<file path="src/rtl/core/nars_pkg.sv">
`default_nettype none

package nars_pkg;

    localparam int MAX_DEVICES = 8;
    localparam int NODE_BITS   = 4;
    localparam int DEV_IDX_W   = $clog2(MAX_DEVICES);
    localparam int CNT_W       = $clog2(MAX_DEVICES + 1);

    localparam int COUNT_W = 4;
    localparam int NODES_W = 32;
    localparam int CFG_W   = 32;
    localparam int TURN_W  = 32;
    localparam int RETRY_W = 16;

    // request payload: tuser carries mode, tdata the rest
    localparam int MODE_W    = 2;
    localparam int S_DATA_W  = 32;
    localparam int M_DATA_W  = 24;

    // remainder of the turn + retry sum, one byte of the sum per cycle
    localparam int SUM_W        = TURN_W + 1;
    localparam int DIGIT_BITS   = 8;
    localparam int REDUCE_STEPS = (SUM_W + DIGIT_BITS - 1) / DIGIT_BITS;
    localparam int SHIFT_W      = REDUCE_STEPS * DIGIT_BITS;
    localparam int STEP_W       = $clog2(REDUCE_STEPS);

    localparam logic [MODE_W-1:0] MODE_SELECT  = 2'd0;
    localparam logic [MODE_W-1:0] MODE_CAND    = 2'd1;
    localparam logic [MODE_W-1:0] MODE_DISABLE = 2'd2;

    localparam logic [1:0] LOC_NONE    = 2'd0;
    localparam logic [1:0] LOC_UNKNOWN = 2'd1;
    localparam logic [1:0] LOC_REMOTE  = 2'd2;
    localparam logic [1:0] LOC_LOCAL   = 2'd3;

    localparam logic REG_DEVICE_COUNT = 1'b0;
    localparam logic REG_DEVICE_NODES = 1'b1;

    localparam logic [NODE_BITS-1:0] NODE_UNKNOWN = '1;

    typedef struct packed {
        logic load;
        logic reduce;
        logic commit;
    } nars_cmd_t;

    typedef struct packed {
        logic is_select;
        logic out_free;
    } nars_status_t;

endpackage

`default_nettype wire

</file>
<file path="src/rtl/core/nars_ctrl.sv">
`default_nettype none

module nars_ctrl (
    input  wire                   aclk,
    input  wire                   aresetn,
    input  wire                   s_tvalid,
    output logic                  s_tready,
    input  nars_pkg::nars_status_t status,
    output nars_pkg::nars_cmd_t    cmd
);

    typedef enum logic [1:0] {
        ST_IDLE,
        ST_REDUCE,
        ST_COMMIT
    } state_t;

    localparam logic [nars_pkg::STEP_W-1:0] LAST_STEP =
        nars_pkg::STEP_W'(nars_pkg::REDUCE_STEPS - 1);

    state_t                      state_reg, state_next;
    logic [nars_pkg::STEP_W-1:0] step_reg, step_next;
    logic                        accept;

    assign s_tready = (state_reg == ST_IDLE);
    assign accept   = s_tvalid && s_tready;

    always_comb begin
        cmd.load   = accept;
        cmd.reduce = (state_reg == ST_REDUCE);
        cmd.commit = (state_reg == ST_COMMIT) && status.out_free;
    end

    always_comb begin
        state_next = state_reg;
        step_next  = step_reg;
        unique case (state_reg)
            ST_IDLE: begin
                if (accept) begin
                    step_next  = '0;
                    state_next = status.is_select ? ST_REDUCE : ST_COMMIT;
                end
            end
            ST_REDUCE: begin
                step_next = step_reg + 1'b1;
                if (step_reg == LAST_STEP) begin
                    state_next = ST_COMMIT;
                end
            end
            ST_COMMIT: begin
                if (status.out_free) begin
                    state_next = ST_IDLE;
                end
            end
            default: state_next = ST_IDLE;
        endcase
    end

    always_ff @(posedge aclk) begin
        if (!aresetn) begin
            state_reg <= ST_IDLE;
            step_reg  <= '0;
        end else begin
            state_reg <= state_next;
            step_reg  <= step_next;
        end
    end

endmodule

`default_nettype wire

</file>
<file path="src/rtl/core/nars_datapath.sv">
`default_nettype none

module nars_datapath (
    input  wire                                aclk,
    input  wire                                aresetn,
    input  wire                                cfg_wr_en,
    input  wire                                cfg_index,
    input  wire  [nars_pkg::CFG_W-1:0]         cfg_wdata,
    input  wire  [nars_pkg::S_DATA_W-1:0]      s_tdata,
    input  wire  [nars_pkg::MODE_W-1:0]        s_tuser,
    output logic [nars_pkg::M_DATA_W-1:0]      m_tdata,
    output logic                               m_tvalid,
    input  wire                                m_tready,
    input  nars_pkg::nars_cmd_t                cmd,
    output nars_pkg::nars_status_t             status
);

    localparam int ND = nars_pkg::MAX_DEVICES;
    localparam int NB = nars_pkg::NODE_BITS;

    // configuration and state
    logic [nars_pkg::COUNT_W-1:0] dev_count_reg;
    logic [nars_pkg::NODES_W-1:0] dev_nodes_reg;
    logic [ND-1:0]                enable_reg;
    logic [nars_pkg::TURN_W-1:0]  turn_reg;

    // captured request
    logic [nars_pkg::MODE_W-1:0]    mode_reg;
    logic                           known_reg;
    logic                           aware_reg;
    logic [nars_pkg::DEV_IDX_W-1:0] target_reg;
    logic [ND-1:0]                  live_reg;
    logic [ND-1:0]                  local_reg;
    logic [ND-1:0]                  pool_reg;
    logic [nars_pkg::CNT_W-1:0]     cnt_reg;

    // remainder unit
    logic [nars_pkg::SHIFT_W-1:0]   sum_reg, sum_next;
    logic [nars_pkg::DEV_IDX_W-1:0] rem_reg, rem_next;

    logic [nars_pkg::M_DATA_W-1:0]  m_data_reg;
    logic                           m_valid_reg;

    // request fields
    logic [NB-1:0]                  in_node;
    logic                           in_known;
    logic                           in_aware;
    logic [nars_pkg::RETRY_W-1:0]   in_retry;
    logic [nars_pkg::DEV_IDX_W-1:0] in_target;

    assign in_node   = s_tdata[3:0];
    assign in_known  = s_tdata[4];
    assign in_aware  = s_tdata[5];
    assign in_retry  = s_tdata[21:6];
    assign in_target = s_tdata[24:22];

    logic [nars_pkg::COUNT_W-1:0] present_cnt;
    logic [ND-1:0]                present;
    logic [ND-1:0]                live;
    logic [ND-1:0]                local_live;
    logic [ND-1:0]                pool;
    logic [nars_pkg::CNT_W-1:0]   pool_cnt;
    logic [NB-1:0]                dev_node;

    always_comb begin
        present_cnt = (dev_count_reg > nars_pkg::COUNT_W'(ND)) ?
                      nars_pkg::COUNT_W'(ND) : dev_count_reg;
        pool_cnt = '0;
        for (int i = 0; i < ND; i++) begin
            dev_node      = dev_nodes_reg[i*NB +: NB];
            present[i]    = (nars_pkg::COUNT_W'(i) < present_cnt);
            live[i]       = enable_reg[i] && present[i];
            local_live[i] = live[i] && (dev_node != nars_pkg::NODE_UNKNOWN)
                            && (dev_node == in_node);
        end
        pool = (in_aware && in_known && (local_live != '0)) ? local_live : live;
        for (int i = 0; i < ND; i++) begin
            pool_cnt = pool_cnt + nars_pkg::CNT_W'(pool[i]);
        end
    end

    assign status.is_select = (s_tuser == nars_pkg::MODE_SELECT);
    assign status.out_free  = !m_valid_reg || m_tready;

    // MSB-first remainder: r = (2r + bit) mod cnt, one byte of the sum per cycle
    logic [nars_pkg::DEV_IDX_W:0]   trial;
    logic [nars_pkg::DEV_IDX_W-1:0] r;
    logic [nars_pkg::SHIFT_W-1:0]   sh;

    always_comb begin
        r  = rem_reg;
        sh = sum_reg;
        for (int k = 0; k < nars_pkg::DIGIT_BITS; k++) begin
            trial = {r, sh[nars_pkg::SHIFT_W-1]};
            sh    = sh << 1;
            if (trial >= cnt_reg) begin
                trial = trial - cnt_reg;
            end
            r = trial[nars_pkg::DEV_IDX_W-1:0];
        end
        rem_next = r;
        sum_next = sh;
    end

    // walk the pool for the rem-th set bit
    logic [nars_pkg::CNT_W-1:0]     seen;
    logic                           found;
    logic [nars_pkg::DEV_IDX_W-1:0] pick_idx;

    always_comb begin
        seen     = '0;
        found    = 1'b0;
        pick_idx = '0;
        for (int i = 0; i < ND; i++) begin
            if (pool_reg[i] && !found) begin
                if (seen == nars_pkg::CNT_W'(rem_reg)) begin
                    found    = 1'b1;
                    pick_idx = nars_pkg::DEV_IDX_W'(i);
                end
                seen = seen + 1'b1;
            end
        end
    end

    logic                           res_valid;
    logic [nars_pkg::DEV_IDX_W-1:0] res_index;
    logic [7:0]                     res_allowed;
    logic [7:0]                     res_fallback;
    logic [1:0]                     res_locality;
    logic                           pick_ok;

    assign pick_ok = (mode_reg == nars_pkg::MODE_SELECT) && (cnt_reg != '0);

    always_comb begin
        res_valid    = 1'b0;
        res_index    = '0;
        res_allowed  = '0;
        res_fallback = '0;
        res_locality = nars_pkg::LOC_NONE;
        if (pick_ok) begin
            res_valid = 1'b1;
            res_index = pick_idx;
        end
        if (mode_reg == nars_pkg::MODE_CAND) begin
            res_allowed = 8'(live_reg);
            if (aware_reg) begin
                if (!known_reg) begin
                    res_locality = nars_pkg::LOC_UNKNOWN;
                end else if (local_reg == '0) begin
                    res_locality = nars_pkg::LOC_REMOTE;
                end else begin
                    res_locality = nars_pkg::LOC_LOCAL;
                    res_fallback = 8'(live_reg);
                    res_allowed  = 8'(local_reg);
                end
            end
        end
    end

    always_ff @(posedge aclk) begin
        if (!aresetn) begin
            dev_count_reg <= '0;
            dev_nodes_reg <= '1;
            enable_reg    <= '1;
            turn_reg      <= '0;
            m_valid_reg   <= 1'b0;
        end else begin
            if (cfg_wr_en) begin
                if (cfg_index == nars_pkg::REG_DEVICE_COUNT) begin
                    dev_count_reg <= cfg_wdata[nars_pkg::COUNT_W-1:0];
                end else begin
                    dev_nodes_reg <= cfg_wdata[nars_pkg::NODES_W-1:0];
                end
            end
            if (cmd.commit) begin
                m_valid_reg <= 1'b1;
                if (pick_ok) begin
                    turn_reg <= turn_reg + 1'b1;
                end
                if ((mode_reg == nars_pkg::MODE_DISABLE) &&
                    (nars_pkg::COUNT_W'(target_reg) < present_cnt)) begin
                    enable_reg[target_reg] <= 1'b0;
                end
            end else if (m_tready) begin
                m_valid_reg <= 1'b0;
            end
        end
    end

    always_ff @(posedge aclk) begin
        if (cmd.load) begin
            mode_reg   <= s_tuser;
            known_reg  <= in_known;
            aware_reg  <= in_aware;
            target_reg <= in_target;
            live_reg   <= live;
            local_reg  <= local_live;
            pool_reg   <= pool;
            cnt_reg    <= pool_cnt;
            rem_reg    <= '0;
            sum_reg    <= nars_pkg::SHIFT_W'({1'b0, turn_reg} +
                                             nars_pkg::SUM_W'(in_retry));
        end else if (cmd.reduce) begin
            rem_reg <= rem_next;
            sum_reg <= sum_next;
        end
        if (cmd.commit) begin
            m_data_reg <= {2'b00, res_locality, res_fallback, res_allowed,
                           res_index, res_valid};
        end
    end

    assign m_tdata  = m_data_reg;
    assign m_tvalid = m_valid_reg;

endmodule

`default_nettype wire

</file>
<file path="src/rtl/core/numa_aware_round_robin_selector_unit.sv">
`default_nettype none

// Locality-aware round-robin device selector. A request in select mode picks
// an enabled, present device round-robin, restricted to devices on the
// caller's node when locality is asked for and such devices exist; candidate
// mode reports the allowed and fallback masks with a locality code; disable
// mode clears one device's enable bit. Every request gives one result. A
// select request is loaded, reduced in the remainder unit (the 33-bit
// turn + retry sum, one byte per cycle) and committed; candidate and disable
// requests go from load straight to commit. A new request is taken only once
// the last is committed. A result waiting in the output register stalls only
// the commit cycle. The user must write configuration (cfg_wr_en/cfg_index/
// cfg_wdata) only while idle; the block itself does not enforce this.
module numa_aware_round_robin_selector_unit (
    input  wire                             aclk,
    input  wire                             aresetn,
    input  wire                             cfg_wr_en,
    input  wire                             cfg_index,
    input  wire  [nars_pkg::CFG_W-1:0]      cfg_wdata,
    input  wire                             s_tvalid,
    output logic                            s_tready,
    // caller_node[3:0], caller_node_known[4], locality_aware[5],
    // retry_offset[21:6], target_index[24:22], zero fill above
    input  wire  [nars_pkg::S_DATA_W-1:0]   s_tdata,
    // mode[1:0]
    input  wire  [nars_pkg::MODE_W-1:0]     s_tuser,
    output logic                            m_tvalid,
    input  wire                             m_tready,
    // chosen_valid[0], chosen_index[3:1], allowed_mask[11:4],
    // fallback_mask[19:12], locality[21:20], zero fill above
    output logic [nars_pkg::M_DATA_W-1:0]   m_tdata
);

    nars_pkg::nars_cmd_t    cmd;
    nars_pkg::nars_status_t status;

    nars_ctrl u_ctrl (
        .aclk     (aclk),
        .aresetn  (aresetn),
        .s_tvalid (s_tvalid),
        .s_tready (s_tready),
        .status   (status),
        .cmd      (cmd)
    );

    nars_datapath u_datapath (
        .aclk      (aclk),
        .aresetn   (aresetn),
        .cfg_wr_en (cfg_wr_en),
        .cfg_index (cfg_index),
        .cfg_wdata (cfg_wdata),
        .s_tdata   (s_tdata),
        .s_tuser   (s_tuser),
        .m_tdata   (m_tdata),
        .m_tvalid  (m_tvalid),
        .m_tready  (m_tready),
        .cmd       (cmd),
        .status    (status)
    );

endmodule

`default_nettype wire

</file>
<file path="config.mk">
export PLATFORM = sky130hd
export DESIGN_NAME = numa_aware_round_robin_selector_unit
export DESIGN_NICKNAME = d
export VERILOG_FILES = /design/src/rtl/core/nars_pkg.sv /design/src/rtl/core/nars_ctrl.sv /design/src/rtl/core/nars_datapath.sv /design/src/rtl/core/numa_aware_round_robin_selector_unit.sv
export SDC_FILE = /design/constraint.sdc
export NUM_CORES = 1
export LEC_CHECK = 0
export ABC_AREA = 0
export BUFFER_PORTS_ARGS = -buffer_cell sky130_fd_sc_hd__buf_2
export CAP_MARGIN = 15
export CELL_PAD_IN_SITES_DETAIL_PLACEMENT = 1
export CELL_PAD_IN_SITES_GLOBAL_PLACEMENT = 2
export CORE_AREA = 2 2 173 175
export CTS_CLUSTER_DIAMETER = 30
export DETAILED_ROUTE_END_ITERATION = 16
export DIE_AREA = 0 0 175 177
export PLACE_DENSITY = 0.84
export SLEW_MARGIN = 5
export SYNTH_ARGS = -nofsm -noshare
export SYNTH_HDL_FRONTEND = slang
export SYNTH_HIERARCHICAL = 1
export SYNTH_SLANG_ARGS = --single-unit
</file>
<file path="constraint.sdc">
create_clock -name aclk -period 15.6 [get_ports aclk]
set_input_delay 2.34 -clock aclk [delete_from_list [all_inputs] [get_ports aclk]]
set_output_delay 2.34 -clock aclk [all_outputs]
set_load 0.03 [all_outputs]
</file>
== Yosys cells after proc, flatten, opt, wreduce, memory -nomap -nowiden ==
Index checks and enable logic that the tools add are counted.
Storage, ports and cells
  flip-flop bits (word level): 182
  logic and storage cells: 234
  output and inout port bits: 26
  bits of input ports: 72
Cells by class
  magnitude comparators: 20
  bitwise gates (word level): 6
  reduce and logical (&&, ||, !) cells: 66
  equality and inequality tests: 31
  add/sub/neg operators: 24
  multiplexer cells: 64
Operator list (count)
  two-way mux 40 bit: 2
  two-way mux 3 bit: 22
  logical AND 1 bit: 38
  adder 32 x 16 -> 33 bit: 1
  adder 32 x 1 -> 32 bit (second input constant): 1
  equality test 4 bit: 8
  greater-or-equal comparator 4 bit: 8
  two-way mux 8 bit: 4
  != test 4 bit (second input constant): 8
  two-way mux 4 bit: 7
  adder 4 x 1 -> 4 bit: 6
  equality test 4 x 3 -> 1 bit: 6
  subtractor 3 bit: 8
  two-way mux 1 bit: 22
  adder 4 x 1 -> 4 bit (second input constant): 5
  < comparator 3 x 4 -> 1 bit (first input constant): 4
  AND reduction 2 bit: 6
  AND 8 bit: 1
  logical NOT 1 bit: 8
  logical NOT 8 bit: 1
  < comparator 1 x 4 -> 1 bit (first input constant): 2
  < comparator 2 x 4 -> 1 bit (first input constant): 2
  two-way mux 2 bit: 4
  NOT 8 bit: 1
  other kinds (25): 36

== Logic depth before layout (Yosys ltp) ==
Gate-level depths: netlist (run 1).
  depth after elaboration: 24
  gate-level depth with buffers: 65
  mapped depth without buffers: 65

== Cells and area by module ==
The synthesis (run 1) kept the hierarchy.
By module, submodules not included
  nars_datapath: sequential area each 4514.3 µm², times used 1, area an instance 10582.6 µm², cells each 1121
  nars_ctrl: sequential area each 100.1 µm², times used 1, area an instance 299.0 µm², cells each 34

== Least setup slack after synthesis (run 1) ==
No wires, ideal clock.
  path kind: register to register
  start point: register u_datapath/cnt_reg[1] in the netlist's numbering
  end point: register u_datapath/rem_reg[1] in the netlist's numbering
  data arrival time: 10.814 ns
  data required time: 15.473 ns
  stages on the path, launching flop included: 62
  path buffers: 0
  slack: 4.659 ns
  cell sequence: edfxtp_1 inv_1 fa_1 a21o_1 a21o_1 a21oi_1 nor2_1 a21oi_1 inv_1 ha_1 nand2_1 nand2_1 a21o_1 a21oi_1 nor2_1 a21oi_1 inv_1 ha_1 (+26 left out) a21o_1 a21oi_1 nor2_1 a21oi_1 inv_1 ha_1 nand2_1 nand2_1 a21o_1 a21oi_1 o21ai_0 fa_1 a21o_1 a21o_1 a21oi_1 mux2_2 mux2i_1 nor2_1
On the way
  cells in the longest elaborated chain, start to end: 16
Ends and longest elaborated chain
  start: declaration: line nars_datapath.sv:35  | logic [nars_pkg::CNT_W-1:0] cnt_reg;
  start signal: assignment: line nars_datapath.sv:199  | cnt_reg <= pool_cnt;
  greater-or-equal comparator 4 bit or subtractor 3 bit (tied branches): line nars_datapath.sv:96, nars_datapath.sv:97
  two-way mux 3 bit: line nars_datapath.sv:96  | if (trial >= cnt_reg) begin
  greater-or-equal comparator 4 bit or subtractor 3 bit (tied branches): line nars_datapath.sv:96, nars_datapath.sv:97
  two-way mux 3 bit: line nars_datapath.sv:96
  greater-or-equal comparator 4 bit or subtractor 3 bit (tied branches): line nars_datapath.sv:96, nars_datapath.sv:97
  two-way mux 3 bit: line nars_datapath.sv:96
  greater-or-equal comparator 4 bit or subtractor 3 bit (tied branches): line nars_datapath.sv:96, nars_datapath.sv:97
  two-way mux 3 bit: line nars_datapath.sv:96
  greater-or-equal comparator 4 bit or subtractor 3 bit (tied branches): line nars_datapath.sv:96, nars_datapath.sv:97
  two-way mux 3 bit: line nars_datapath.sv:96
  greater-or-equal comparator 4 bit or subtractor 3 bit (tied branches): line nars_datapath.sv:96, nars_datapath.sv:97
  two-way mux 3 bit: line nars_datapath.sv:96
  greater-or-equal comparator 4 bit or subtractor 3 bit (tied branches): line nars_datapath.sv:96, nars_datapath.sv:97
  two-way mux 3 bit: line nars_datapath.sv:96
  greater-or-equal comparator 4 bit or subtractor 3 bit (tied branches): line nars_datapath.sv:96, nars_datapath.sv:97
  two-way mux 3 bit (*): line nars_datapath.sv:96
  end signal: assignment: line nars_datapath.sv:204  | rem_reg <= rem_next;
  end: declaration: line nars_datapath.sv:39  | logic [nars_pkg::DEV_IDX_W-1:0] rem_reg, rem_next;
Mark *: on every way between the ends. The rest lies on a longest branch, timed or not.
A chain may end at the register's enable or synchronous reset.

== Final worst setup path (run 1) ==
Same ends and word-level chain as after synthesis.

==> implementation parameters, run 1 <==
Parameter                              Value

Clock network
  Post-CTS resize count ... 0
  CTS Root Buffer Type ... sky130_fd_sc_hd__clkbuf_16
  Number of levels the H-tree was split into ... 4
  Buffers inserted by post-CTS timing repair ... 0
  TritonCTS clock tree ... built
  Number of buffers inserted for hold repair after clock tree synthesis ... 0
  Total CTS buffers ... 17
  Number of sinks handled by clock tree synthesis ... 182
  Register clock-pin slew on the reported worst setup and hold paths ... 0.07 ns
  Maximum root-to-sink buffer count ... 2
  Later-pin clock latency in the skew report ... 0.45 ns

Cells and area
  Max FFs per register ... 40
  Final antenna diode count ... 0
  Share of the core filled with cells ... 0.4194
  Proportion of layout cells with a drive suffix above 1 ... 0.1258
  Count of nets after finishing ... 1374
  Number of inserted filler cells in the final layout ... 3373
  Area growth from synthesis to final layout ... 12.71%

Yosys
  Most used flip-flop cell after synthesis ... sky130_fd_sc_hd__edfxtp_1
  Average instance area after synthesis ... 9.421 um^2
  Cell with the most instances after synthesis ... sky130_fd_sc_hd__nand2_1
  Top post-synthesis cells by area ... sky130_fd_sc_hd__edfxtp_1, sky130_fd_sc_hd__dfxtp_1, sky130_fd_sc_hd__ha_1, sky130_fd_sc_hd__nand2_1, sky130_fd_sc_hd__xnor2_1
  Syn. warnings ... 6
  Number of distinct library cell variants in the gate-level netlist after synthesis ... 80
  Largest area contributor in the synthesized netlist ... sky130_fd_sc_hd__edfxtp_1
  Share of the yosys chip area belonging to registers ... 0.4241
  Count of flip-flops with a built-in enable after synthesis ... 97
  Total of flip-flops plus latches after synthesis ... 182
  Fraction of post-synthesis cell area in the top cell type by area ... 0.2677
  Asr flop ratio synth ... 0
  Post-synthesis cell count ... 1155
  Post-synth top cells ... sky130_fd_sc_hd__nand2_1, sky130_fd_sc_hd__edfxtp_1, sky130_fd_sc_hd__dfxtp_1
  Netlist area before placement ... 0.01088 mm^2

Placement
  Input/output buffers ... 88
  Post-detail-place hpwl ... 19150 um
  Placer's final routability congestion estimate ... 0.7685

Timing
  Final critical delay including setup and external delays ... 12.83 ns
  Setup TNS after final layout ... 0 ns
  Max Fclk ... 77.94 MHz
  Max Clock Skew ... 0.01961 ns
  Max-Slew Margin vs Limit ... 0.2422
  Final setup fails ... 0
  Hold violation total from the final report ... 0
  Actual transition at the worst max-transition pin ... 1.108 ns
  Final period util ... 0.8225
  Number of max-slew violations in the final report ... 0
  Unrepaired setup endpoints after global routing ... false

Min path
  Startpoint of the lowest-slack hold path ... u_datapath/enable_reg[0]
  Count of cells along the worst hold path ... 2
  Terminating pin of the worst hold path ... u_datapath/enable_reg[0]
  Type of the worst min-delay path ... flop to flop

Route
  Mean routed wirelength per cell ... 15.87 um
  Via count ... 8372
  Number of nets with antenna violations after routing ... 0
  Drc violations ... 0
  Mean number of vias per cell ... 5.136
  Routed wire length ... 25870 um
  Number of iterations in the first detailed-routing pass ... 4
  Initial detailed-routing violation count ... 317

Global routing
  Number of global-route vias before repair ... 8594
  Maximum number of pins on one net before global-route repair ... 90
  Wire length of the first global-routing pass ... 42950 um
  Number of antenna violations at the first check in global routing ... 2
  Gr usage total ... 0.1729
  Sum of overflow across all layers after global routing ... 0

Worst setup path
  Kind of start point of the critical path ... flop
  Crit-path max FO ... 10
  Cell repeated most along the worst path ... sky130_fd_sc_hd__a21oi_1
  Worst r2r path cells ... 61
  Required @ worst endpoint ... 15.93 ns
  Endpoint class of the critical path ... flop
  CP Class ... flop to flop
  Standard cell with the maximum stage delay on the critical path ... sky130_fd_sc_hd__edfxtp_1
  Capture point of the worst reg-to-reg path ... u_datapath/rem_reg[1]
  Crit path arrival time ... 13.16 ns
  Slowest stage delay, CP ... 0.71 ns
  Startpoint of the most critical register-to-register path ... u_datapath/cnt_reg[1]
  Reg-to-reg setup timing slack ... 2.77 ns

Power
  Switching share of power ... 0.4336
  Internal Dissipation ... 0.001476 W
  Reported leakage power ... 5.070 nW
  Clock share of power ... 0.165
  Share of power burned in registers ... 0.220
  Max VDD drop ... 270.7 uV
  Power per cell area ... 212.5 mW/mm^2
  Part of the total power dissipated in combinational logic ... 0.615
  Switching power summed over all nets ... 0.001130 W

Job
  Max-cap violations ... 0

Floorplan
  I/O pin count ... 98
  Die outline area ... 0.03098 mm^2
  Core outline area ... 0.02924 mm^2
  Horizontal die dimension ... 175 um
  Die Y ... 177 um
  FP Rows ... 63
  Initial Utilization ... 0.3721

Run status
  Result of the run ... completed
==> layout by cell type, fill, tap and decap left out, drive strengths merged, types with 54 or more instances in the layout <==
cell type,n
o21ai,54
nor2,67
ha,62
edfxtp,97
inv,70
nand2,162
dfxtp,85
xnor2,63
buf,95
nand3,71
==> per-layer routing <==
layer	vias up	global-route usage	share of wire
li1	4179	-	-
met1	4064	0.2274	0.49
met2	100	0.2945	0.48
met3	25	0.02899	0.027
met4	4	0.04688	0.010
met5	-	0	0.00093
==> worst max-delay path by stage <==
stage | startpoint | to | slack, ns | depth (start not counted)
floorplan | u_datapath/cnt_reg[1] | u_datapath/rem_reg[1] | 4.66 | 61
global placement | u_datapath/cnt_reg[1] | u_datapath/rem_reg[1] | 3.14 | 61
detailed placement | u_datapath/cnt_reg[1] | u_datapath/rem_reg[1] | 2.72 | 61
CTS | u_datapath/cnt_reg[1] | u_datapath/rem_reg[1] | 2.63 | 61
global route | u_datapath/cnt_reg[1] | u_datapath/rem_reg[1] | 1.29 | 61
finish | u_datapath/cnt_reg[1] | u_datapath/rem_reg[1] | 2.77 | 61
==> critical path, delay by kind of cell (launching register included) <==
family / cells / cell delay (ns)
adder cells (fa/ha/maj): 8 / 2.71
flip-flops: 1 / 0.71
AO/OA/AOI/OAI: 25 / 6.66
buffers and inverters: 7 / 0.89
AND/OR/NAND/NOR: 19 / 1.22
multiplexers: 2 / 0.52
==> area by class of cell <==
class	count	area (um^2)	share of cell area
multi-input cells	865	5837	0.4759
clock inverters	14	147.6	0.01204
flip-flops and latches	182	4614	0.3762
well taps	390	488.0	0.03979
clock buffers	18	429.2	0.03499
repair buffers	95	500.5	0.04081
inverters	66	247.7	0.02020
==> power by group through the flow <==
stage / Combinational (W) / Clock, W / Sequential, W
2_1_floorplan: 0.00127 / 0 / 0.000576
3_3_place_gp: 0.00151 / 0 / 0.000584
3_5_place_dp: 0.00159 / 0 / 0.000586
4_1_cts: 0.00160 / 0.000446 / 0.000575
5_1_grt: 0.00183 / 0.000459 / 0.000579
6_report: 0.00160 / 0.000430 / 0.000574
==> through the flow <==
| step | setup WS [ns] | std cells | power, W | instance area [um^2] | hold slack (ns) |
|---|---|---|---|---|---|
| global placement | 3.142 | 1597 | 0.002097 | 11670 | 0.4425 |
| CTS | 2.629 | 1629 | 0.002625 | 12250 | 0.4631 |
| floorplan | 4.659 | 1156 | 0.001848 | 10890 | 0.4309 |
| global route | 1.294 | 1630 | 0.002873 | 12260 | 0.4907 |
| detailed placement | 2.725 | 1597 | 0.002178 | 11670 | 0.4537 |
| finish | 2.769 | 1630 | 0.002606 | 12260 | 0.4590 |
==> cells by family after synthesis <==
kind of cell,after synthesis,synth area share
buffers and inverters,109,0.04059
and+or+nand+nor,457,0.2055
adders and majority gates,76,0.09612
muxes,27,0.02610
DFF,182,0.4241
xor gates and xnor gates,98,0.08083
other,1,0.0003446
AOI/OAI and AO/OA,205,0.1265
Power figures use the tool's default switching activity.
==> run 2, diff against run 1 <==
--- a/config.mk
+++ b/config.mk
@@ -5,16 +5,16 @@
 export SDC_FILE = /design/constraint.sdc
 export NUM_CORES = 1
 export LEC_CHECK = 0
-export ABC_AREA = 0
+export ABC_AREA = 1
 export BUFFER_PORTS_ARGS = -buffer_cell sky130_fd_sc_hd__buf_2
 export CAP_MARGIN = 15
 export CELL_PAD_IN_SITES_DETAIL_PLACEMENT = 1
 export CELL_PAD_IN_SITES_GLOBAL_PLACEMENT = 2
-export CORE_AREA = 2 2 173 175
+export CORE_AREA = 2 2 184 186
 export CTS_CLUSTER_DIAMETER = 30
 export DETAILED_ROUTE_END_ITERATION = 16
-export DIE_AREA = 0 0 175 177
-export PLACE_DENSITY = 0.84
+export DIE_AREA = 0 0 186 188
+export PLACE_DENSITY = 0.82
 export SLEW_MARGIN = 5
 export SYNTH_ARGS = -nofsm -noshare
 export SYNTH_HDL_FRONTEND = slang
==> constraint.sdc (replaced) <==
create_clock -name aclk -period 10.4 [get_ports aclk]
set_input_delay 1.56 -clock aclk [delete_from_list [all_inputs] [get_ports aclk]]
set_output_delay 1.56 -clock aclk [all_outputs]
set_load 0.03 [all_outputs]
==> run 2 against run 1 <==
  * Non-clock buffer count up 10
  * Hold slack improved by 0.0094 ns
  * Design area up 1.1%
  * Critical endpoint is now u_datapath/rem_reg[2]
==> implementation parameters, run 2 <==
Parameter                              Value

Run status
  Result of the run ... completed

Min path
  Startpoint of the lowest-slack hold path ... u_datapath/enable_reg[2]
  Terminating pin of the worst hold path ... u_datapath/enable_reg[2]
  Type of the worst min-delay path ... flop to flop
  Count of cells along the worst hold path ... 2

Cells and area
  Count of nets after finishing ... 1567
  Number of inserted filler cells in the final layout ... 3980
  Commonest cells after routing, fill and taps aside ... sky130_fd_sc_hd__nand2_1, sky130_fd_sc_hd__inv_1, sky130_fd_sc_hd__nor2_1
  Max FFs per register ... 40
  Final antenna diode count ... 0
  Finished Cell Area ... 0.01240 mm^2
  Proportion of layout cells with a drive suffix above 1 ... 0.1375
  Share of the core filled with cells ... 0.3745
  Area growth from synthesis to final layout ... 14.98%
  Most common cell after layout, fill and taps aside ... sky130_fd_sc_hd__nand2_1

Placement
  Worst-case setup slack after placement ... 0.1139 ns
  Instance area at placement ... 0.01176 mm^2
  Post-detail-place hpwl ... 20720 um
  Placer's final routability congestion estimate ... 0.7868
  Input/output buffers ... 88

Clock network
  CTS Root Buffer Type ... sky130_fd_sc_hd__clkbuf_16
  Number of levels the H-tree was split into ... 4
  Total CTS buffers ... 17
  Maximum root-to-sink buffer count ... 2
  TritonCTS clock tree ... built
  Later-pin clock latency in the skew report ... 0.44 ns
  Register clock-pin slew on the reported worst setup and hold paths ... 0.08 ns
  Number of sinks handled by clock tree synthesis ... 182
  Number of buffers inserted for hold repair after clock tree synthesis ... 0

Yosys
  Asr flop ratio synth ... 0
  Netlist area before placement ... 0.01078 mm^2
  Largest area contributor in the synthesized netlist ... sky130_fd_sc_hd__edfxtp_1
  Number of distinct library cell variants in the gate-level netlist after synthesis ... 51
  Share of the yosys chip area belonging to registers ... 0.4279
  Total of flip-flops plus latches after synthesis ... 182
  Cell with the most instances after synthesis ... sky130_fd_sc_hd__nand2_1
  Average instance area after synthesis ... 8.145 um^2
  Post-synthesis cell count ... 1324
  Share of the synthesized area in compound gates (AO/OA/AOI/OAI) ... 0.1154
  Most used flip-flop cell after synthesis ... sky130_fd_sc_hd__edfxtp_1
  Multiplexer share of the synthesized area ... 0
  Simple-gate share of the synthesized area ... 0.2417
  Syn. warnings ... 6
  Adder-Cell Fraction of Synth Area ... 0.09607
  Synthesized-area fraction occupied by xor and xnor cells ... 0.04223
  Fraction of post-synthesis cell area in the top cell type by area ... 0.2701
  Top post-synthesis cells by area ... sky130_fd_sc_hd__edfxtp_1, sky130_fd_sc_hd__dfxtp_1, sky130_fd_sc_hd__nand2_1, sky130_fd_sc_hd__ha_1, sky130_fd_sc_hd__inv_1
  Count of flip-flops with a built-in enable after synthesis ... 97
  Post-synth top cells ... sky130_fd_sc_hd__nand2_1, sky130_fd_sc_hd__inv_1, sky130_fd_sc_hd__nor2_1
  Dominant combinational cell family by area after synthesis ... simple AND/OR/NAND/NOR gates

Worst setup path
  Worst r2r path cells ... 48
  Startpoint of the most critical register-to-register path ... u_datapath/sum_reg[39]
  CP Class ... flop to flop
  Endpoint class of the critical path ... flop
  Cell repeated most along the worst path ... sky130_fd_sc_hd__inv_1
  Standard cell with the maximum stage delay on the critical path ... sky130_fd_sc_hd__fa_1
  Slowest stage delay, CP ... 0.46 ns
  Reg-to-reg setup timing slack ... 0.88 ns
  Crit-path max FO ... 6
  Capture point of the worst reg-to-reg path ... u_datapath/rem_reg[2]
  Required @ worst endpoint ... 10.70 ns
  Kind of start point of the critical path ... flop
  Crit path arrival time ... 9.82 ns

Route
  Number of iterations in the first detailed-routing pass ... 5
  Drc violations ... 0
  Mean routed wirelength per cell ... 14.82 um
  Via count ... 9033
  Routed wire length ... 27870 um
  Initial detailed-routing violation count ... 349
  Mean number of vias per cell ... 4.802
  Number of nets with antenna violations after routing ... 0

Floorplan
  Die outline area ... 0.03497 mm^2
  Initial Utilization ... 0.3257
  Core outline area ... 0.03311 mm^2
  Die Y ... 188 um
  Horizontal die dimension ... 186 um
  I/O pin count ... 98
  FP Rows ... 67

Global routing
  Gr usage total ... 0.1652
  Number of antenna violations at the first check in global routing ... 0
  Sum of overflow across all layers after global routing ... 0
  Maximum number of pins on one net before global-route repair ... 67
  Wire length of the first global-routing pass ... 46050 um
  Number of global-route vias before repair ... 9202

Timing
  Final critical delay including setup and external delays ... 9.523 ns
  Hold violation total from the final report ... 0
  Max-Slew Margin vs Limit ... 0.3232
  Final WS setup ... 0.8770 ns
  Actual transition at the worst max-transition pin ... 1.015 ns
  Max Clock Skew ... 0.01433 ns
  Final setup fails ... 0
  Number of max-slew violations in the final report ... 0
  Max Fclk ... 105.0 MHz
  Hold Worst Slack ... 0.4684 ns
  Final period util ... 0.9157

Job
  Max-cap violations ... 0
==> run 2: cell types whose count changed after synthesis, sizes merged, moves of 23 or more <==
cell and delta:
o21ai +23, nand2 +152, nor2 +51, a21oi +29, xnor2 -50, and2 -45
inv +122
==> run 2: worst max-delay path by stage <==
| stage | end | depth (start not counted) | startpoint | slack, ns |
|---|---|---|---|---|
| floorplan | u_datapath/rem_reg[0] | 43 | u_datapath/cnt_reg[1] | 0.76 |
| global placement | u_datapath/rem_reg[2] | 45 | u_datapath/sum_reg[39] | 0.42 |
| detailed placement | u_datapath/rem_reg[2] | 45 | u_datapath/sum_reg[39] | 0.11 |
| CTS | u_datapath/rem_reg[2] | 45 | u_datapath/sum_reg[39] | 0.08 |
| global route | u_datapath/rem_reg[2] | 52 | u_datapath/sum_reg[39] | -0.07 |
| finish | u_datapath/rem_reg[2] | 48 | u_datapath/sum_reg[39] | 0.88 |
==> run 2: per-stage QoR <==
stage | instances | TNS (ns)
floorplan | 1325 | 0
global placement | 1843 | 0
detailed placement | 1843 | 0
CTS | 1875 | 0
global route | 1881 | -0.1369
finish | 1881 | 0
==> run 2: worst max-delay path, delay by kind of cell, from the launching register on <==
kind	cells	cell delay, ns
flip-flops	1	0.36
AND/OR/NAND/NOR	8	0.67
buffers and inverters	11	1.09
adder cells (fa/ha/maj)	9	3.45
AO/OA/AOI/OAI	20	3.83
==> run 2: kinds of logic (layout without fill, tap and decap cells) <==
logic type                 count (synthesis)  count (layout)
AOI/OAI and AO/OA                        215             215
xor gates and xnor gates                  52              52
adders and majority gates                 75              75
buffers and inverters                    216             324
DFF                                      182             182
other                                      1               2
and+or+nand+nor                          583             583
==> run 2: area by class of cell <==
| type | instances | area (um^2) | area share |
|---|---|---|---|
| clock buffer | 18 | 429.2 | 0.03461 |
| clock inverter | 14 | 116.4 | 0.009384 |
| inverter | 187 | 701.9 | 0.05661 |
| multi-input combinational | 927 | 5389 | 0.4346 |
| sequential | 182 | 4614 | 0.3721 |
| tap | 448 | 560.5 | 0.04521 |
| timing repair buffer | 105 | 588.1 | 0.04743 |
==> run 2: repair_timing <==
item | 4_1_cts | 5_1_grt
resized for setup | 0 | 15
buffers inserted | 0 | 5
endpoints found under the setup margin | 0 | 3
==> run 2: routing by layer <==
metal / track usage / up-vias / routed length [um]
met2: 0.2744 / 85 / 13300
met1: 0.2243 / 4337 / 13610
met5: 0 / - / 0
met4: 0.03967 / 0 / 320
met3: 0.02602 / 17 / 641
li1: - / 4594 / -
Power of run 2 is left out: the tool's default activity adds up to more than one toggle a clock period on the data nets, which glitch-free logic cannot reach.
==> run 3, diff against run 2 <==
--- a/config.mk
+++ b/config.mk
@@ -5,15 +5,14 @@
 export SDC_FILE = /design/constraint.sdc
 export NUM_CORES = 1
 export LEC_CHECK = 0
-export ABC_AREA = 1
 export BUFFER_PORTS_ARGS = -buffer_cell sky130_fd_sc_hd__buf_2
 export CAP_MARGIN = 15
 export CELL_PAD_IN_SITES_DETAIL_PLACEMENT = 1
 export CELL_PAD_IN_SITES_GLOBAL_PLACEMENT = 2
-export CORE_AREA = 2 2 184 186
+export CORE_AREA = 2 2 180 182
 export CTS_CLUSTER_DIAMETER = 30
 export DETAILED_ROUTE_END_ITERATION = 16
-export DIE_AREA = 0 0 186 188
+export DIE_AREA = 0 0 182 184
 export PLACE_DENSITY = 0.82
 export SLEW_MARGIN = 5
 export SYNTH_ARGS = -nofsm -noshare
==> run 3 against run 2 <==
  * Flip-flop and latch count unchanged
  * Clock-buffer cell count rose by 4
  * Sequential share of layout area down 0.39 points
  * Via count decreased by 6.0%
  * Clock skew down 0.0010 ns
  * Register-to-register slack got worse by 0.26 ns
  * Setup slack lost 0.26 ns
  * Design area grew 1.1%
  * Maximum frequency shrank 2.6%
  * Final cell count fell by 12%
  * Wire length is 2.5% lower
==> implementation parameters, run 3 (synthesized netlist as in run 1, its figures left out) <==
Parameter                              Value

Timing
  Setup TNS after final layout ... 0 ns
  Number of max-slew violations in the final report ... 0
  Max Fclk ... 102.2 MHz
  Hold violation total from the final report ... 0
  Final period util ... 0.9404
  Unrepaired setup endpoints after global routing ... false
  Final setup fails ... 0
  Max-Slew Margin vs Limit ... 0.2694
  Max Clock Skew ... 0.01330 ns
  Final critical delay including setup and external delays ... 9.780 ns
  Actual transition at the worst max-transition pin ... 1.093 ns

Route
  Via count ... 8494
  Initial detailed-routing violation count ... 358
  Drc violations ... 0
  Mean number of vias per cell ... 5.123
  Routed wire length ... 27170 um
  Mean routed wirelength per cell ... 16.38 um
  Number of nets with antenna violations after routing ... 0
  Sum of met2 wire segment lengths after detailed routing ... 12960 um
  Number of iterations in the first detailed-routing pass ... 4
  Top Metal Used ... met5
  Routed length on met1 ... 13100 um
  Routed met3 length ... 734 um

Cells and area
  Commonest cells after routing, fill and taps aside ... sky130_fd_sc_hd__nand2_1, sky130_fd_sc_hd__edfxtp_1, sky130_fd_sc_hd__buf_2
  Count of nets after finishing ... 1390
  Max FFs per register ... 40
  Number of inserted filler cells in the final layout ... 3652
  Most common cell after layout, fill and taps aside ... sky130_fd_sc_hd__nand2_1
  Proportion of layout cells with a drive suffix above 1 ... 0.1497
  Area growth from synthesis to final layout ... 15.17%
  Finished Cell Area ... 0.01253 mm^2
  Final antenna diode count ... 0

Global routing
  Wire length of the first global-routing pass ... 44640 um
  Number of global-route vias before repair ... 8857
  Maximum number of pins on one net before global-route repair ... 79
  Gr usage total ... 0.1656
  Number of antenna violations at the first check in global routing ... 2
  Sum of overflow across all layers after global routing ... 0

Power
  Switching share of power ... 0.4228
  Switching power summed over all nets ... 0.001933 W
  Max VDD drop ... 383.1 uV
  Share of power burned in registers ... 0.185
  Internal Dissipation ... 0.002639 W
  Clock share of power ... 0.152
  Power per cell area ... 364.8 mW/mm^2
  Reported leakage power ... 5.183 nW
  Part of the total power dissipated in combinational logic ... 0.663

Job
  Max-cap violations ... 0

Floorplan
  Initial Utilization ... 0.3466
  Core outline area ... 0.03139 mm^2
  I/O pin count ... 98
  Horizontal die dimension ... 182 um
  Die outline area ... 0.03349 mm^2
  Die Y ... 184 um
  FP Rows ... 65

Worst setup path
  Cell repeated most along the worst path ... sky130_fd_sc_hd__a21o_1
  Crit path arrival time ... 10.09 ns
  Cell family with the largest share of critical-path delay ... compound AO/OA/AOI/OAI gates
  Required @ worst endpoint ... 10.71 ns
  Kind of start point of the critical path ... flop
  Slowest stage delay, CP ... 0.42 ns
  CP Class ... flop to flop
  Standard cell with the maximum stage delay on the critical path ... sky130_fd_sc_hd__fa_1
  Endpoint class of the critical path ... flop
  CP bufs+invs ... 8
  Crit-path max FO ... 5

Clock network
  Register clock-pin slew on the reported worst setup and hold paths ... 0.07 ns
  Total CTS buffers ... 17
  TritonCTS clock tree ... built
  CTS Root Buffer Type ... sky130_fd_sc_hd__clkbuf_16
  Later-pin clock latency in the skew report ... 0.45 ns
  Number of levels the H-tree was split into ... 4
  Maximum root-to-sink buffer count ... 2
  Number of sinks handled by clock tree synthesis ... 182

Placement
  Input/output buffers ... 88
  Placer's final routability congestion estimate ... 0.7535
  Post-detail-place hpwl ... 20030 um
  Instance area at placement ... 0.01183 mm^2

Run status
  Result of the run ... completed

Min path
  Type of the worst min-delay path ... flop to flop
run 3: cell count changes in the layout (fill, tap and decap cells not counted), moves of 15 or more:
cell                      before  now
sky130_fd_sc_hd__a21oi_1      80   39
sky130_fd_sc_hd__a21o_1        4   20
sky130_fd_sc_hd__inv_1       180   64
sky130_fd_sc_hd__xnor2_1      13   63
sky130_fd_sc_hd__nor2_1      108   67
sky130_fd_sc_hd__mux2i_1       0   16
sky130_fd_sc_hd__nand2_2      15    0
sky130_fd_sc_hd__nand2_1     298  162
sky130_fd_sc_hd__nor2b_1       0   20
sky130_fd_sc_hd__and2_1        0   44
run 3: routing by layer:
metal  GRT usage  vias up
li1            -     4205
met1      0.2177     4163
met2      0.2818      101
met3     0.02655       23
met4     0.04774        2
met5           0        -
run 3: area by class of cell:
cell class | instances | area, um^2 | share of cell area
Clock buffer | 22 | 489.2 | 0.03904
Clock inverter | 10 | 127.6 | 0.01018
Inverter | 66 | 247.7 | 0.01977
Multi-Input combinational cell | 865 | 5937 | 0.4737
Sequential cell | 182 | 4614 | 0.3682
Tap cell | 402 | 503.0 | 0.04014
Timing Repair Buffer | 111 | 613.1 | 0.04892
run 3: timing repair:
| action | 4_1_cts | 5_1_grt |
|---|---|---|
| setup endpoints to repair | 3 | 3 |
| hold buffers | 0 | 0 |
| gates resized for setup | 4 | 12 |
| setup buffers | 0 | 1 |
| pin swaps | 0 | 2 |
| cloned | 0 | 0 |
run 3: tightest hold or removal path: cells and delay by family, from the launching register on:
family	cells	cell delay, ns
AO/OA/AOI/OAI	1	0.06
AND/OR/NAND/NOR	1	0.05
flip-flops	1	0.32
run 3: power by group through the flow:
stage	clock network (W)	logic (W)	registers, W
final	0.000694	0.00303	0.000846
after detailed placement	0	0.00277	0.000862
after global routing	0.000736	0.00344	0.000852
after CTS	0.000714	0.00285	0.000846
after global placement	0	0.00262	0.000860
after floorplan	0	0.00201	0.000865
run 3: final timing paths:
kind / start / to / cells after the start / slack [ns]
setup reg to reg: u_datapath/sum_reg[39] / u_datapath/rem_reg[1] / 52 / 0.62
setup / recovery: u_datapath/sum_reg[39] / u_datapath/rem_reg[1] / 52 / 0.62
hold reg to reg: u_datapath/enable_reg[1] / u_datapath/enable_reg[1] / 2 / 0.46
hold / removal: u_datapath/enable_reg[1] / u_datapath/enable_reg[1] / 2 / 0.46
run 3: stage by stage:
step | hold slack (ns) | instances | worst slack [ns] | total power (W) | utilization
after floorplan | 0.4309 | 1156 | 0.06076 | 0.002876 | -
after global placement | 0.4439 | 1625 | 0.2107 | 0.003477 | 0.3768
after detailed placement | 0.4539 | 1625 | -0.1615 | 0.003635 | 0.3768
after CTS | 0.4644 | 1657 | 0.03771 | 0.004414 | 0.3971
after global routing | 0.4959 | 1658 | 0.002139 | 0.005027 | 0.3992
final | 0.4638 | 1658 | 0.6198 | 0.004571 | 0.3992
